==> src/sv/assert_macros.svh <==
// Assertion macros used by the top-level RTL file.
`ifndef ASSERT_MACROS_SVH
`define ASSERT_MACROS_SVH
`ifndef SYNTHESIS
`define ASSERT_IMPL(label, clk, rst_n, prop, msg) \
    label: assert property (@(posedge clk) disable iff (!rst_n) (prop)) else $error(msg);
`define ASSERT_NORST(label, clk, prop, msg) \
    label: assert property (@(posedge clk) (prop)) else $error(msg);
`else
`define ASSERT_IMPL(label, clk, rst_n, prop, msg)
`define ASSERT_NORST(label, clk, prop, msg)
`endif
`endif

==> src/sv/dbfd_ram.sv <==
// ----------------------------------------------------------------------------
// dbfd_ram
// Generic single-port-write, single-read RAM with registered read data.
// ----------------------------------------------------------------------------
`default_nettype none
module dbfd_ram #(
    parameter int WIDTH = 8,
    parameter int DEPTH = 32
) (
    input  wire                      aclk,
    input  wire                      we,
    input  wire [$clog2(DEPTH)-1:0]  waddr,
    input  wire [WIDTH-1:0]          wdata,
    input  wire [$clog2(DEPTH)-1:0]  raddr,
    output logic [WIDTH-1:0]         rdata
);
    logic [WIDTH-1:0] mem [DEPTH];
    always_ff @(posedge aclk) begin
        if (we) mem[waddr] <= wdata;
        rdata <= mem[raddr];
    end
endmodule
`default_nettype wire

==> config.mk <==
export PLATFORM = sky130hd
export DESIGN_NAME = dbfd_ram
export DESIGN_NICKNAME = d
export VERILOG_FILES = /design/src/sv/assert_macros.svh /design/src/sv/dbfd_ram.sv
export SDC_FILE = /design/constraint.sdc
export NUM_CORES = 1
export LEC_CHECK = 0
export ABC_AREA = 1
export BUFFER_PORTS_ARGS = -buffer_cell sky130_fd_sc_hd__clkbuf_2
export CORE_MARGIN = 4
export CORE_UTILIZATION = 40
export CTS_CLUSTER_DIAMETER = 200
export DETAILED_ROUTE_END_ITERATION = 7
export GPL_TIMING_DRIVEN = 0
export SLEW_MARGIN = 20
export SYNTH_ARGS = -nofsm -noshare
export SYNTH_HDL_FRONTEND = slang
export SYNTH_SLANG_ARGS = --single-unit
==> constraint.sdc <==
create_clock -name aclk -period 1.1 [get_ports aclk]
set_input_delay 0.11 -clock aclk [delete_from_list [all_inputs] [get_ports aclk]]
set_output_delay 0.11 -clock aclk [all_outputs]
set_load 0.05 [all_outputs]
==> impl_results.html <==
<table>
<tr><th>Metric</th><th>Value</th></tr>
<tr><th colspan="2">Critical path</th></tr>
<tr><td>Critical path arrival</td><td>1430 ps</td></tr>
<tr><td>Nature of the critical path endpoint</td><td>flop</td></tr>
<tr><td>Crit Path Category</td><td>input pin to flop</td></tr>
<tr><td>Reg-to-reg endpoint</td><td>rdata[3]$_DFF_P_</td></tr>
<tr><td>Worst setup path end</td><td>mem[1][7]$_DFFE_PP_</td></tr>
<tr><td>Worst endpoint required time</td><td>1280 ps</td></tr>
<tr><td>Setup slack of the worst register-to-register path</td><td>-20 ps</td></tr>
<tr><td>Worst Setup Start Kind</td><td>input pin</td></tr>
<tr><td>Crit path from</td><td>waddr[1]</td></tr>
<tr><td>Worst reg2reg path depth</td><td>8</td></tr>
<tr><td>Critical R2R Launch</td><td>mem[19][3]$_DFFE_PP_</td></tr>
<tr><td>Critical Path Fanout Max</td><td>8</td></tr>
<tr><th colspan="2">Synthesis</th></tr>
<tr><td>Number of enable-type register cells in the synthesized netlist</td><td>256</td></tr>
<tr><td>Average instance area after synthesis</td><td>11.7 sq um</td></tr>
<tr><td>Cell with the most instances after synthesis</td><td>sky130_fd_sc_hd__nand2_1</td></tr>
<tr><td>FF+latch count, synth</td><td>264</td></tr>
<tr><td>Area of the mapped netlist</td><td>0.0108 sq mm</td></tr>
<tr><td>Cell types with the largest area share after synthesis</td><td>sky130_fd_sc_hd__edfxtp_1, sky130_fd_sc_hd__nand2_1, sky130_fd_sc_hd__nand3_1</td></tr>
<tr><td>Dominant cell type by area after synthesis</td><td>sky130_fd_sc_hd__edfxtp_1</td></tr>
<tr><td>Synthesized netlist net count</td><td>942</td></tr>
<tr><td>Most frequent cells after synthesis</td><td>sky130_fd_sc_hd__nand2_1, sky130_fd_sc_hd__edfxtp_1, sky130_fd_sc_hd__nand3_1</td></tr>
<tr><td>Share of the synthesized area in the top cell type</td><td>71.3%</td></tr>
<tr><td>Most instantiated flip-flop cell in the synthesis netlist</td><td>sky130_fd_sc_hd__edfxtp_1</td></tr>
<tr><td>Share of flip-flops with an asynchronous set or reset after synthesis</td><td>0%</td></tr>
<tr><td>Post-synthesis sequential area ratio</td><td>72.8%</td></tr>
<tr><td>Count of unique library cells instantiated by Yosys</td><td>12</td></tr>
<tr><td>Count of synthesis-stage warnings from yosys</td><td>0</td></tr>
<tr><td>Synthesized instance count</td><td>922</td></tr>
<tr><th colspan="2">STA</th></tr>
<tr><td>Minimum period implied by the final worst setup slack</td><td>1250 ps</td></tr>
<tr><td>Measured slew at the worst slew-check pin</td><td>966 ps</td></tr>
<tr><td>Fmax</td><td>797 MHz</td></tr>
<tr><td>Hold Worst Slack</td><td>49.1 ps</td></tr>
<tr><td>Period utilization</td><td>114%</td></tr>
<tr><td>Unrepaired setup endpoints after global routing</td><td>yes</td></tr>
<tr><td>Final setup violation count</td><td>135</td></tr>
<tr><td>Final worst clock skew</td><td>9.98 ps</td></tr>
<tr><td>Worst slew margin relative to its limit</td><td>35.6%</td></tr>
<tr><td>Final Hold Fails</td><td>0</td></tr>
<tr><td>Max-slew violations</td><td>0</td></tr>
<tr><td>Min setup slack post-route</td><td>-154 ps</td></tr>
<tr><th colspan="2">Drt</th></tr>
<tr><td>DR pass1 iterations</td><td>8</td></tr>
<tr><td>Via density per instance</td><td>5.23</td></tr>
<tr><td>Routed Wire Length</td><td>28.3 mm</td></tr>
<tr><td>Number of nets with antenna violations after detailed routing</td><td>0</td></tr>
<tr><td>Wire per inst</td><td>21.2 microns</td></tr>
<tr><td>DR iter-0 viols</td><td>575</td></tr>
<tr><td>DR vias</td><td>6976</td></tr>
<tr><td>Drt drc</td><td>0</td></tr>
<tr><th colspan="2">Final layout</th></tr>
<tr><td>Final core utilization</td><td>49.6%</td></tr>
<tr><td>Antenna Cells</td><td>0</td></tr>
<tr><td>Number of fill cells</td><td>2387</td></tr>
<tr><td>Combined flip-flop and latch cell area</td><td>0.00786 sq mm</td></tr>
<tr><td>Share of cells above drive strength 1</td><td>27.4%</td></tr>
<tr><td>Growth of design area from synthesis to finish</td><td>20.8%</td></tr>
<tr><td>Footprint of the multi-input gates</td><td>0.00317 sq mm</td></tr>
<tr><td>Post-layout net count</td><td>999</td></tr>
<tr><th colspan="2">Die</th></tr>
<tr><td>Starting density of the core</td><td>41.0%</td></tr>
<tr><td>Horizontal die dimension</td><td>172 microns</td></tr>
<tr><td>Cell row count</td><td>59</td></tr>
<tr><td>Die outline area</td><td>0.0297 sq mm</td></tr>
<tr><td>Top-level I/O count</td><td>28</td></tr>
<tr><td>Area inside the core boundary</td><td>0.0263 sq mm</td></tr>
<tr><td>Die Height</td><td>172 microns</td></tr>
<tr><th colspan="2">Clocking</th></tr>
<tr><td>Clock latency at the later pin of the worst-skew pair</td><td>540 ps</td></tr>
<tr><td>Total clock buffers created by CTS</td><td>29</td></tr>
<tr><td>Maximum buffer depth of the clock tree</td><td>3</td></tr>
<tr><td>Clk root buf</td><td>sky130_fd_sc_hd__clkbuf_16</td></tr>
<tr><td>Clock tree from TritonCTS</td><td>done</td></tr>
<tr><td>Clock H-tree levels</td><td>1</td></tr>
<tr><td>Number of clock sinks</td><td>264</td></tr>
<tr><td>Count of buffers added by post-CTS timing repair for setup</td><td>0</td></tr>
<tr><td>Clock Pin Slew Worst Setup and Hold Paths</td><td>60 ps</td></tr>
<tr><th colspan="2">GRT</th></tr>
<tr><td>Pin count of the biggest net entering global routing</td><td>33</td></tr>
<tr><td>Total gr overflow</td><td>0</td></tr>
<tr><td>Number of global-route vias before repair</td><td>6735</td></tr>
<tr><td>Global routing usage summed across all routing layers</td><td>19.0%</td></tr>
<tr><td>Global-route wire length before repair</td><td>41.6 mm</td></tr>
<tr><td>Initial antenna violation count</td><td>0</td></tr>
<tr><th colspan="2">Place</th></tr>
<tr><td>Port-buffer cells</td><td>24</td></tr>
<tr><td>Last weighted congestion value of the routability-driven placer</td><td>0.922</td></tr>
<tr><td>HPWL after DPL</td><td>17.9 mm</td></tr>
<tr><th colspan="2">Run</th></tr>
<tr><td>Max capacitance violation total</td><td>0</td></tr>
<tr><th colspan="2">Pwr</th></tr>
<tr><td>Peak supply drop</td><td>0.00131 V</td></tr>
<tr><td>Power per Cell Area</td><td>1700 mW/mm^2</td></tr>
<tr><td>Leakage power figure</td><td>4.78 nW</td></tr>
<tr><th colspan="2">Min path</th></tr>
<tr><td>Tightest Hold Check Type</td><td>input pin to flop</td></tr>
<tr><th colspan="2">Run status</th></tr>
<tr><td>Status</td><td>finished, violations left</td></tr>
<tr><td>Failing checks</td><td>negative setup slack</td></tr>
</table>
[metrics by stage]
stage | std cells | instance area (sq um) | worst slack (ps) | power [mW] | setup TNS, ps
global route | 1334 | 13000 | -174 | 22.9 | -15890
finish | 1334 | 13000 | -154 | 22.1 | -11860
floorplan | 922 | 10800 | -44.0 | 12.4 | -6990
CTS | 1334 | 12700 | -143 | 22.2 | -10820
detailed placement | 1281 | 11300 | -769 | 13.0 | -174570
global placement | 1281 | 11300 | -742 | 13.0 | -163050
[area by class of cell]
type                            instances  share of cell area (%)
Buffer                                 52                    3.22
Clock buffer                           36                    5.77
Clock inverter                         15                   0.903
Inverter                               10                   0.288
Multi-Input combinational cell        596                    24.3
Sequential cell                       264                    60.3
Tap cell                              335                    3.22
Timing Repair Buffer                   26                    2.00
[cells in the final DEF, fill, tap and decap left out]
| master | instances |
|---|---|
| sky130_fd_sc_hd__nand2_1 | 324 |
| sky130_fd_sc_hd__edfxtp_1 | 256 |
| sky130_fd_sc_hd__nand3_1 | 117 |
| sky130_fd_sc_hd__nand3_2 | 85 |
| sky130_fd_sc_hd__nand2_2 | 35 |
| sky130_fd_sc_hd__clkbuf_16 | 33 |
| sky130_fd_sc_hd__buf_6 | 24 |
| sky130_fd_sc_hd__nor2_2 | 22 |
| sky130_fd_sc_hd__clkbuf_2 | 21 |
| sky130_fd_sc_hd__buf_2 | 15 |
| sky130_fd_sc_hd__clkbuf_1 | 10 |
| sky130_fd_sc_hd__nor2_4 | 10 |
| sky130_fd_sc_hd__inv_1 | 8 |
| sky130_fd_sc_hd__clkinv_1 | 8 |
| sky130_fd_sc_hd__dfxtp_2 | 8 |
| sky130_fd_sc_hd__buf_4 | 4 |
| sky130_fd_sc_hd__clkinv_2 | 4 |
| sky130_fd_sc_hd__buf_8 | 4 |
| sky130_fd_sc_hd__inv_2 | 2 |
| sky130_fd_sc_hd__nand3_4 | 2 |
| sky130_fd_sc_hd__bufinv_16 | 2 |
| sky130_fd_sc_hd__dlygate4sd3_1 | 2 |
| sky130_fd_sc_hd__clkbuf_4 | 1 |
| sky130_fd_sc_hd__nand2_4 | 1 |
| sky130_fd_sc_hd__clkinvlp_4 | 1 |
[how the worst min path moves through the flow]
stage / slack, ps / cells after the start / startpoint / to
final: 50 / 3 / raddr[4] / rdata[4]$_DFF_P_
after global routing: 40 / 5 / raddr[3] / rdata[1]$_DFF_P_
after CTS: 20 / 3 / raddr[4] / rdata[4]$_DFF_P_
after detailed placement: 560 / 5 / raddr[3] / rdata[4]$_DFF_P_
after global placement: 570 / 5 / raddr[3] / rdata[4]$_DFF_P_
after floorplan: 210 / 0 / wdata[0] / mem[0][0]$_DFFE_PP_
[cell families after synthesis]
family	synth area share, %
AND/OR/NAND/NOR	23.1
buffers and inverters	4.14
flip-flops	72.8
[timing repair]
action                                  4_1_cts  5_1_grt
endpoints found under the setup margin      246      264
resized for setup                           128       81
endpoints found under the hold margin         1        0
pin swaps                                    50       55
hold buffers                                  2        0
[power breakdown]
group / switching (mW) / internal (mW)
Sequential: 0.0480 / 11.2
Clock: 3.73 / 5.25
Combinational: 1.32 / 0.591
[critical path, cell delays in order]
cell,delay [ps]
sky130_fd_sc_hd__clkbuf_2,110
sky130_fd_sc_hd__inv_1,70
sky130_fd_sc_hd__nand3_1,500
sky130_fd_sc_hd__nor2_2,630
[routing by layer]
| layer | up-vias | share of wire [%] | GRT usage [%] |
|---|---|---|---|
| li1 | 3325 | - | - |
| met1 | 3369 | 45 | 27.9 |
| met2 | 235 | 46 | 30.1 |
| met3 | 47 | 6.9 | 3.11 |
| met4 | 0 | 2.2 | 4.20 |
| met5 | - | 0 | 0 |
[state kept, by name (all words and copies together) (netlist names)]
register	flops
mem	256
rdata	8
Power figures use the tool's default switching activity.
